## config.mk

```make
export PLATFORM = sky130hd
export DESIGN_NAME = periodic_timer_bank_unit
export DESIGN_NICKNAME = d
export VERILOG_FILES = /design/src/design/ptb_pkg.sv /design/src/design/ptb_ram.sv /design/src/design/ptb_emit.sv /design/src/design/ptb_engine.sv /design/src/design/periodic_timer_bank_unit.sv
export SDC_FILE = /design/constraint.sdc
export NUM_CORES = 1
export LEC_CHECK = 0
export BUFFER_PORTS_ARGS = -buffer_cell sky130_fd_sc_hd__buf_2
export CAP_MARGIN = 20
export CORE_MARGIN = 5
export CORE_UTILIZATION = 38
export DETAILED_ROUTE_END_ITERATION = 10
export SLEW_MARGIN = 20
export SYNTH_ARGS = -nofsm -noshare
export SYNTH_HDL_FRONTEND = slang
export SYNTH_SLANG_ARGS = --single-unit
```

## constraint.sdc

```tcl
create_clock -name clk -period 3.4 [get_ports clk]
set_input_delay 0.34 -clock clk [delete_from_list [all_inputs] [get_ports clk]]
set_output_delay 0.34 -clock clk [all_outputs]
set_load 0.005 [all_outputs]
```

## src/design/ptb_pkg.sv

```systemverilog
// shared types and constants for the periodic timer bank
`timescale 1ns / 1ps

package ptb_pkg;

  // most expiries reported for one tick
  localparam int MAX_RESULTS = 8;
  localparam int RW = $clog2(MAX_RESULTS + 1);

  localparam logic [1:0] REQ_TICK  = 2'd0;
  localparam logic [1:0] REQ_START = 2'd1;
  localparam logic [1:0] REQ_STOP  = 2'd2;

  localparam logic KIND_ACK    = 1'b0;
  localparam logic KIND_EXPIRY = 1'b1;

  localparam logic STATUS_OK  = 1'b0;
  localparam logic STATUS_ERR = 1'b1;

  // what the engine hands to the output stage
  typedef enum logic [1:0] {
    PUSH_ACK  = 2'd0,
    PUSH_EXP  = 2'd1,
    PUSH_DONE = 2'd2
  } push_kind_t;

  typedef struct packed {
    logic       vld;
    push_kind_t kind;
    logic [7:0] slot;
    logic       status;
  } push_t;

  // one memory word per slot
  typedef struct packed {
    logic [7:0] period;
    logic [7:0] count;
  } slot_word_t;

endpackage

```

## src/design/ptb_ram.sv

```systemverilog
// generic single write port, single read port ram with registered read
`timescale 1ns / 1ps

module ptb_ram #(
  parameter int WIDTH = 16,
  parameter int DEPTH = 8
) (
  input  logic                                    clk,
  input  logic                                    we,
  input  logic [(DEPTH > 1 ? $clog2(DEPTH) : 1)-1:0] waddr,
  input  logic [WIDTH-1:0]                        wdata,
  input  logic                                    re,
  input  logic [(DEPTH > 1 ? $clog2(DEPTH) : 1)-1:0] raddr,
  output logic [WIDTH-1:0]                        rdata
);

  logic [WIDTH-1:0] mem [DEPTH];

  always_ff @(posedge clk) begin
    if (we) begin
      mem[waddr] <= wdata;
    end
    if (re) begin
      rdata <= mem[raddr];
    end
  end

endmodule

```

## src/design/ptb_emit.sv

```systemverilog
// output stage: holds the latest expiry until the next one shows whether it is last
`timescale 1ns / 1ps

module ptb_emit (
  input  logic          clk,
  input  logic          rst,
  input  ptb_pkg::push_t push,
  output logic          push_ready,
  output logic          m_tvalid,
  input  logic          m_tready,
  output logic [15:0]   m_tdata,   // slot_out[7:0], status[8], zero pad
  output logic          m_tuser,   // event_kind
  output logic          m_tlast
);
  import ptb_pkg::*;

  logic       out_vld;
  logic [7:0] out_slot;
  logic       out_status;
  logic       out_kind;
  logic       out_last;
  logic       pend_vld;
  logic [7:0] pend_slot;
  logic       out_free;
  logic       load;

  assign out_free = !out_vld || m_tready;

  always_comb begin
    case (push.kind)
      PUSH_ACK:  push_ready = out_free;
      PUSH_EXP:  push_ready = !pend_vld || out_free;
      PUSH_DONE: push_ready = !pend_vld || out_free;
      default:   push_ready = 1'b1;
    endcase
  end

  // an ack always loads; expiry and done load only when a pending expiry exists
  assign load = push.vld && push_ready &&
                (push.kind == PUSH_ACK || pend_vld);

  always_ff @(posedge clk) begin
    if (rst) begin
      out_vld  <= 1'b0;
      pend_vld <= 1'b0;
    end else begin
      if (load) begin
        out_vld <= 1'b1;
      end else if (m_tready) begin
        out_vld <= 1'b0;
      end
      if (push.vld && push_ready) begin
        if (push.kind == PUSH_EXP) begin
          pend_vld <= 1'b1;
        end else if (push.kind == PUSH_DONE) begin
          pend_vld <= 1'b0;
        end
      end
    end
  end

  always_ff @(posedge clk) begin
    if (push.vld && push_ready && push.kind == PUSH_EXP) begin
      pend_slot <= push.slot;
    end
    if (load) begin
      if (push.kind == PUSH_ACK) begin
        out_kind   <= KIND_ACK;
        out_slot   <= push.slot;
        out_status <= push.status;
        out_last   <= 1'b1;
      end else begin
        out_kind   <= KIND_EXPIRY;
        out_slot   <= pend_slot;
        out_status <= STATUS_OK;
        out_last   <= (push.kind == PUSH_DONE);
      end
    end
  end

  assign m_tvalid = out_vld;
  assign m_tdata  = {7'd0, out_status, out_slot};
  assign m_tuser  = out_kind;
  assign m_tlast  = out_last;

endmodule

```

## src/design/ptb_engine.sv

```systemverilog
// request decode and slot walk: read-modify-write of the slot memory
`timescale 1ns / 1ps

module ptb_engine #(
  parameter int NUM_SLOTS = 8
) (
  input  logic          clk,
  input  logic          rst,
  input  logic          s_tvalid,
  output logic          s_tready,
  input  logic [15:0]   s_tdata,
  input  logic [1:0]    s_tuser,
  output logic          we,
  output logic [(NUM_SLOTS > 1 ? $clog2(NUM_SLOTS) : 1)-1:0] waddr,
  output logic [15:0]   wdata,
  output logic          re,
  output logic [(NUM_SLOTS > 1 ? $clog2(NUM_SLOTS) : 1)-1:0] raddr,
  input  logic [15:0]   rdata,
  output ptb_pkg::push_t push,
  input  logic          push_ready
);
  import ptb_pkg::*;

  localparam int AW = NUM_SLOTS > 1 ? $clog2(NUM_SLOTS) : 1;
  localparam int PW = $clog2(NUM_SLOTS + 1);

  typedef enum logic [3:0] {
    ST_IDLE = 4'b0001,
    ST_WALK = 4'b0010,
    ST_DONE = 4'b0100,
    ST_ACK  = 4'b1000
  } state_t;

  state_t           state;
  state_t           state_next;
  logic [NUM_SLOTS-1:0] valid;
  logic [PW-1:0]    rd_ptr;
  logic             chk_vld;
  logic [AW-1:0]    chk_slot;
  logic [RW-1:0]    nrep;
  logic [7:0]       ack_slot;
  logic             ack_err;

  logic       accept;
  logic [7:0] req_idx;
  logic [7:0] req_per;
  logic       req_err;
  logic       is_setup;
  slot_word_t cur;
  logic       en;
  logic [7:0] cnt1;
  logic       exp_hit;
  logic       report;
  logic       advance;
  logic       more;

  assign s_tready = (state == ST_IDLE);
  assign accept   = s_tvalid && s_tready;
  assign req_idx  = s_tdata[7:0];
  assign req_per  = s_tdata[15:8];
  assign req_err  = (req_idx >= 8'(NUM_SLOTS));
  assign is_setup = (s_tuser == REQ_START) || (s_tuser == REQ_STOP);

  // a slot never started reads as disabled
  assign cur     = slot_word_t'(rdata);
  assign en      = valid[chk_slot] && (cur.period != 8'd0);
  assign cnt1    = cur.count + 8'd1;
  assign exp_hit = en && (cnt1 == cur.period);
  assign report  = chk_vld && exp_hit && (nrep != RW'(MAX_RESULTS));
  assign advance = !report || push_ready;
  assign more    = (rd_ptr != PW'(NUM_SLOTS));

  always_comb begin
    we    = 1'b0;
    waddr = chk_slot;
    wdata = {cur.period, (exp_hit ? 8'd0 : cnt1)};
    re    = 1'b0;
    raddr = rd_ptr[AW-1:0];
    push  = '{vld: 1'b0, kind: PUSH_EXP, slot: 8'(chk_slot), status: STATUS_OK};
    state_next = state;
    case (state)
      ST_IDLE: begin
        if (accept && is_setup) begin
          we    = !req_err;
          waddr = req_idx[AW-1:0];
          wdata = {(s_tuser == REQ_START ? req_per : 8'd0), 8'd0};
          state_next = ST_ACK;
        end else if (accept && s_tuser == REQ_TICK) begin
          state_next = ST_WALK;
        end
      end
      ST_WALK: begin
        push.vld = report;
        we = chk_vld && en && advance;
        re = advance && more;
        if (advance && !more) begin
          state_next = ST_DONE;
        end
      end
      ST_DONE: begin
        push.vld  = 1'b1;
        push.kind = PUSH_DONE;
        if (push_ready) begin
          state_next = ST_IDLE;
        end
      end
      ST_ACK: begin
        push = '{vld: 1'b1, kind: PUSH_ACK, slot: ack_slot, status: ack_err};
        if (push_ready) begin
          state_next = ST_IDLE;
        end
      end
      default: begin
        state_next = ST_IDLE;
      end
    endcase
  end

  always_ff @(posedge clk) begin
    if (rst) begin
      state   <= ST_IDLE;
      valid   <= '0;
      rd_ptr  <= '0;
      chk_vld <= 1'b0;
      nrep    <= '0;
    end else begin
      state <= state_next;
      if (state == ST_IDLE && accept) begin
        rd_ptr  <= '0;
        chk_vld <= 1'b0;
        nrep    <= '0;
        if (is_setup && !req_err) begin
          valid[req_idx[AW-1:0]] <= 1'b1;
        end
      end else if (state == ST_WALK && advance) begin
        if (report) begin
          nrep <= nrep + RW'(1);
        end
        chk_vld <= more;
        if (more) begin
          rd_ptr <= rd_ptr + PW'(1);
        end
      end
    end
  end

  always_ff @(posedge clk) begin
    if (state == ST_IDLE && accept) begin
      ack_slot <= req_idx;
      ack_err  <= req_err ? STATUS_ERR : STATUS_OK;
    end
    if (state == ST_WALK && advance && more) begin
      chk_slot <= rd_ptr[AW-1:0];
    end
  end

endmodule

```

## src/design/periodic_timer_bank_unit.sv

```systemverilog
// top level of the periodic timer bank
//
//  channel  | dir | payload
//  ---------+-----+-----------------------------------------------------------
//  s_*      | in  | tuser req_type, tdata slot_index[7:0] period[15:8]
//  m_*      | out | tuser event_kind, tdata slot_out[7:0] status[8], tlast last
//
// start and stop write the slot word and then hand on the acknowledge from the ack
// state; a tick walks one slot per cycle through the slot memory while the output takes its expiries.
// synchronous reset marks every slot disabled through per-slot valid flops.
// a stalled output holds the walk at the slot whose expiry cannot be handed on;
// one finished item and one held expiry can wait while the walk goes on.
`timescale 1ns / 1ps

module periodic_timer_bank_unit #(
  parameter int NUM_SLOTS = 8
) (
  input  logic        clk,
  input  logic        rst,
  input  logic        s_tvalid,
  output logic        s_tready,
  input  logic [15:0] s_tdata,   // slot_index[7:0], period[15:8]
  input  logic [1:0]  s_tuser,   // req_type
  output logic        m_tvalid,
  input  logic        m_tready,
  output logic [15:0] m_tdata,   // slot_out[7:0], status[8], zero pad
  output logic        m_tuser,   // event_kind
  output logic        m_tlast
);
  import ptb_pkg::*;

  localparam int AW = NUM_SLOTS > 1 ? $clog2(NUM_SLOTS) : 1;

  logic          we;
  logic [AW-1:0] waddr;
  logic [15:0]   wdata;
  logic          re;
  logic [AW-1:0] raddr;
  logic [15:0]   rdata;
  push_t         push;
  logic          push_ready;

  ptb_ram #(
    .WIDTH (16),
    .DEPTH (NUM_SLOTS)
  ) u_ram (
    .clk   (clk),
    .we    (we),
    .waddr (waddr),
    .wdata (wdata),
    .re    (re),
    .raddr (raddr),
    .rdata (rdata)
  );

  ptb_engine #(
    .NUM_SLOTS (NUM_SLOTS)
  ) u_engine (
    .clk        (clk),
    .rst        (rst),
    .s_tvalid   (s_tvalid),
    .s_tready   (s_tready),
    .s_tdata    (s_tdata),
    .s_tuser    (s_tuser),
    .we         (we),
    .waddr      (waddr),
    .wdata      (wdata),
    .re         (re),
    .raddr      (raddr),
    .rdata      (rdata),
    .push       (push),
    .push_ready (push_ready)
  );

  ptb_emit u_emit (
    .clk        (clk),
    .rst        (rst),
    .push       (push),
    .push_ready (push_ready),
    .m_tvalid   (m_tvalid),
    .m_tready   (m_tready),
    .m_tdata    (m_tdata),
    .m_tuser    (m_tuser),
    .m_tlast    (m_tlast)
  );

endmodule

```

==> qor.yml, run 1 <==
status:
  status: "complete, no violations"
worst_setup_path:
  reg2reg_depth: 9
  cp.arrival_ps: 3100
  crit_fanout: 11
  worstSetupPathType: "register to register"
  critPathRequiredTime_ps: 3530
  startpoint_type: "register"
  cp-end-kind: "register"
power_and_ir_drop:
  p_leak_nw: 3.183
  p_per_area_mw_per_mm2: 527.9
  ir_drop_v: 0.0004033
clocking:
  cts_setup_buffers: 0
  holdBufCountCts: 0
  cts_tree: "done"
  cts_max_level: 4
  cts_buffer_depth: 2
  root_buffer: "clkbuf_16"
  cts-resized-gates: 0
  clk_latency_ps: 430
  cts_sinks: 198
  cts.clk_slew.worst_paths_ps: 70
  cts_made_buffers: 17
place:
  hpwl_um: 10700
  port_buffers: 34
  placed_area_mm2: 0.008877
  place_congestion: 0.7893
floorplan:
  dieHeight_um: 157.7
  initial_core_util_pct: 38.24
  core_mm2: 0.02169
  die_w_um: 157.7
  die_area_mm2: 0.02488
  rows: 54
  ios: 42
worst_hold_path:
  hp-class: "input pin to register"
  worstHoldPathCells: 1
yosys:
  synth_cell_types: 54
  avgSynthCellArea_um2: 15.74
  synth-edff-count: 175
  synth-seq-cells: 198
  yosysWarnings: 0
  synthCells: 527
  synthFlopType: "edfxtp_1"
  yosysSeqAreaShare_pct: 68.92
  async_flop_share_pct: 0
  synth.cell_area_mm2: 0.008293
global_routing:
  grt_max_degree: 36
  grt_pass1_wl_um: 27210
  grt_usage_pct: 14.61
  antenna_found_initial: 0
  gr-total-overflow: 0
  grt_pass1_vias: 4794
final_layout:
  final_cell_area_mm2: 0.009423
  drive_gt1_share_pct: 25.25
  syn_to_final_growth_pct: 13.62
  diodes: 0
  nets: 607
sta:
  fin_setup_tns_ps: 0
  max_slew_margin_pct: 52.51
  fin_worst_skew_ps: 12.40
  maxSlewViolCount: 0
  worst_slew_pin_slew_ps: 706.9
  hold_violations: 0
  fin_crit_ps: 2972
  fin_crit_sh_pct: 87.40
  fmax_mhz: 336.5
  rsz0062_at_grt: "false"
  final-setup-viol-count: 0
route:
  postRouteAntennaNets: 0
  dr.pass1.iters: 4
  drt_first_iter_violations: 255
  num_vias: 4510
  finalWirelength_um: 17220
  wl_per_cell_um: 19.79
  via_per_inst: 5.184
  drc: 0
run:
  cap_violations: 0
-- kinds of logic after synthesis --
logic type	after synthesis	share of synthesized area, %
other	1	0.04522
adder cells (fa/ha/maj)	7	1.056
multiplexers	53	11.50
buffers and inverters	45	2.535
AND/OR/NAND/NOR	149	8.902
flip-flops	198	68.92
XOR/XNOR	19	2.173
AO/OA/AOI/OAI	55	4.873
-- cell type report --
class	instances	area, um2
repair buffers	57	355.3
clock inverters	14	120.1
multi-input cells	290	2402
flip-flops and latches	198	5717
well taps	280	350.3
fillers	1938	12270
inverters	14	52.55
clock buffers	17	425.4
-- cells in the final DEF, fill, tap and decap left out, types with 3 or more instances in the layout --
master / count
edfxtp_1: 175
xor2_1: 6
nor3_1: 14
buf_2: 34
mux2_2: 18
nand4_1: 4
inv_6: 4
nand2_1: 43
or3_1: 4
and3_1: 5
dfxtp_1: 22
nor2_1: 34
nand2b_1: 4
conb_1: 7
buf_4: 22
nor2b_1: 6
inv_1: 14
nand3_1: 13
xnor2_1: 12
a21oi_1: 16
mux2i_1: 3
and2_1: 10
ha_1: 7
clkbuf_16: 17
a21o_1: 5
nor4_1: 3
a31oi_1: 4
mux4_2: 32
o21ai_0: 7
-- synthesized netlist by cell type (all sizes together) (4+ instances only) --
| cell type | n | area, um2 |
|---|---|---|
| clkbuf | 13 | 48.80 |
| a31oi | 6 | 52.55 |
| a21oi | 16 | 80.08 |
| xnor2 | 12 | 105.1 |
| nand4 | 4 | 25.02 |
| ha | 7 | 87.58 |
| nor2 | 34 | 127.6 |
| inv | 14 | 52.55 |
| nand2 | 43 | 161.4 |
| o21ai | 7 | 35.03 |
| and3 | 5 | 31.28 |
| dfxtp | 23 | 460.4 |
| nor2b | 6 | 37.54 |
| nor3 | 14 | 70.07 |
| buf | 18 | 108.9 |
| and2 | 10 | 62.56 |
| or3 | 4 | 25.02 |
| nand2b | 4 | 25.02 |
| a21o | 5 | 37.54 |
| mux4 | 32 | 720.7 |
| mux2 | 18 | 202.7 |
| nor4 | 4 | 40.04 |
| edfxtp | 175 | 5255 |
| xor2 | 6 | 52.55 |
| nand3 | 13 | 65.06 |
-- registers in the layout, summed over array words and instances (netlist names) --
register,flops
u_ram.mem,128
u_ram.rdata,16
u_emit.out_slot,8
u_emit.pend_slot,8
u_engine.ack_slot,8
u_engine.valid,8
u_engine.nrep,4
u_engine.rd_ptr,4
u_engine.state,4
u_engine.chk_slot,3
u_emit.m_tlast,1
u_emit.m_tuser,1
u_emit.m_tvalid,1
u_emit.out_status,1
u_emit.pend_vld,1
u_engine.ack_err,1
u_engine.chk_vld,1
-- critical path, stage by stage (launching register included) --
cell and delay [ps]:
edfxtp_1 450, ha_1 270, xnor2_1 220, xor2_1 230, o2111ai_1 200, nor4_4 470
nand3_1 220, a22oi_1 240, nor2b_1 170, buf_4 200
-- worst paths after layout --
| check | slack, ps | end | from |
|---|---|---|---|
| max | 430 | u_emit.out_slot[7] | u_ram.rdata[0] |
| min | 110 | u_engine.ack_slot[4] | s_tdata[4] |
| min reg2reg | 480 | u_engine.valid[7] | u_engine.valid[7] |
| max reg2reg | 430 | u_emit.out_slot[7] | u_ram.rdata[0] |
-- power by group --
group	leakage [nW]	internal [mW]	switching [mW]
registers	1.78	2.72	0.0317
logic	1.14	0.130	0.217
clock network	0.265	0.954	0.926
total	3.18	3.80	1.18
-- stage by stage --
step	hold slack (ps)	setup WS (ps)	utilization (%)	total power [mW]	cells
final	111.2	428.3	43.45	4.974	870
after global routing	93.39	39.25	43.45	5.162	870
after CTS	90.70	446.4	43.45	5.019	870
after detailed placement	459.8	447.8	40.93	3.146	839
after global placement	451.1	579.4	40.93	3.135	839
after floorplan	419.5	454.5	-	3.018	533
-- metal layers --
layer  up-vias  part of all wire (%)  global-route usage (%)
met3        21                   5.4                   3.062
li1       2101                     -                       -
met1      2280                    43                   18.82
met2       108                    50                   24.44
met5         -                     0                       0
met4         0                   1.6                   5.449
(Power assumes the default switching activity.)
==> run 2, diff against run 1 <==
CELL_PAD_IN_SITES_DETAIL_PLACEMENT = 0   (was not set)
CELL_PAD_IN_SITES_GLOBAL_PLACEMENT = 1   (was not set)
PLACE_DENSITY_LB_ADDON = 0.1   (was not set)
==> qor.yml, run 2 (synthesized netlist as in run 1, its figures left out) <==
sta:
  fin_worst_skew_ps: 18.60
  fin_hold_ws_ps: 93.32
  fin_crit_sh_pct: 92.66
  hold_violations: 0
  fin_setup_tns_ps: 0
  fmax_mhz: 317.4
  fin_crit_ps: 3150
  maxSlewViolCount: 0
  rsz0062_at_grt: "false"
  final-setup-viol-count: 0
  worst_slew_pin_slew_ps: 905.6
  max_slew_margin_pct: 39.16
global_routing:
  antenna_found_initial: 0
  grt_max_degree: 37
  grt_pass1_wl_um: 28850
  grt_pass1_vias: 4790
  grt_usage_pct: 15.72
  gr-total-overflow: 0
clocking:
  cts_sinks: 198
  holdBufCountCts: 0
  cts_setup_buffers: 0
  cts_made_buffers: 17
  cts-resized-gates: 0
  cts_tree: "done"
  cts.clk_slew.worst_paths_ps: 80
  root_buffer: "clkbuf_16"
  clk_latency_ps: 440
  cts_max_level: 4
  cts_buffer_depth: 2
place:
  hpwl_um: 12670
  place_congestion: 0.7969
  port_buffers: 34
route:
  num_vias: 4548
  wl_per_cell_um: 21.00
  finalWirelength_um: 18560
  drc: 0
  postRouteAntennaNets: 0
  dr.pass1.iters: 4
  drt_first_iter_violations: 298
  via_per_inst: 5.145
final_layout:
  utilization_pct: 44.17
  nets: 620
  multi_input_area_mm2: 0.002405
  final_common_cell: "edfxtp_1"
  largest_reg_flops: 128
  top_regs: "u_ram.mem (128), u_ram.rdata (16)"
  drive_gt1_share_pct: 27.32
  syn_to_final_growth_pct: 15.53
  fill_cells: 1932
  top_register: "u_ram.mem"
  regArea_mm2: 0.005717
  diodes: 0
  layout_common_cells: "edfxtp_1, nand2_1, buf_4"
floorplan:
  die_area_mm2: 0.02488
  dieHeight_um: 157.7
  rows: 54
  die_w_um: 157.7
  ios: 42
  core_mm2: 0.02169
  initial_core_util_pct: 38.24
worst_setup_path:
  cp.arrival_ps: 3280
  critPathRequiredTime_ps: 3530
  startpoint_type: "register"
  crit_fanout: 10
  worstSetupPathType: "register to register"
  cp-end-kind: "register"
run:
  cap_violations: 0
power_and_ir_drop:
  p_leak_nw: 3.280
  ir_drop_v: 0.0004443
  p_per_area_mw_per_mm2: 537.6
status:
  status: "complete, no violations"
worst_hold_path:
  hp-class: "input pin to register"
run 2: cell count changes in the layout (fill, tap and decap cells not counted), sizes merged:
| cell | before | now |
|---|---|---|
| buf | 57 | 70 |
| clkinv | 6 | 7 |
| clkinvlp | 2 | 0 |
| inv | 20 | 22 |
run 2: layout make-up:
class                      count  share of cell area, %
sequential                   198                  59.67
multi-input combinational    290                  25.10
timing repair buffer          70                  4.597
clock buffer                  17                  4.440
tap                          280                  3.657
clock inverter                15                  1.985
inverter                      14                 0.5485
run 2: path summary, 6_finish.rpt:
check / depth (start not counted) / slack [ps] / start / endpoint
worst min register to register: 2 / 480 / u_engine.rd_ptr[3] / u_engine.rd_ptr[3]
worst max-delay path: 7 / 250 / u_engine.state[3] / u_ram.mem[6][1]
worst min-delay path: 1 / 90 / s_tdata[7] / u_engine.ack_slot[7]
worst max register to register: 7 / 250 / u_engine.state[3] / u_ram.mem[6][1]
run 2: metal layers:
metal	track usage (%)	up-vias	part of all wire (%)
li1	-	2140	-
met1	20.39	2300	43
met2	26.45	92	51
met3	3.198	16	3.8
met4	5.367	0	1.4
met5	0	-	0
run 2: worst max-delay path, cell delays in order, from the launching register on:
cell and delay [ps]:
dfxtp_1 350, or4b_1 610, nor4_1 420, nand2_1 120
a31oi_1 210, o21bai_1 140, nor2_1 650, buf_4 340
run 2: report_power, final:
| part | leakage (nW) | internal [mW] | switching, mW | total (mW) |
|---|---|---|---|---|
| combinational | 1.20 | 0.141 | 0.235 | 0.376 |
| sequential | 1.78 | 2.71 | 0.0244 | 2.74 |
| clock | 0.300 | 1.01 | 1.03 | 2.04 |
| total | 3.28 | 3.86 | 1.29 | 5.15 |
run 2: per-stage QoR:
step / power, mW / setup WS [ps] / instances / area (um2)
floorplan: 3.018 / 454.5 / 533 / 8315
global placement: 3.175 / 295.9 / 852 / 8962
detailed placement: 3.176 / 207.7 / 852 / 8962
CTS: 5.215 / 180.9 / 884 / 9578
global route: 5.357 / 8.755 / 884 / 9580
finish: 5.150 / 249.7 / 884 / 9580
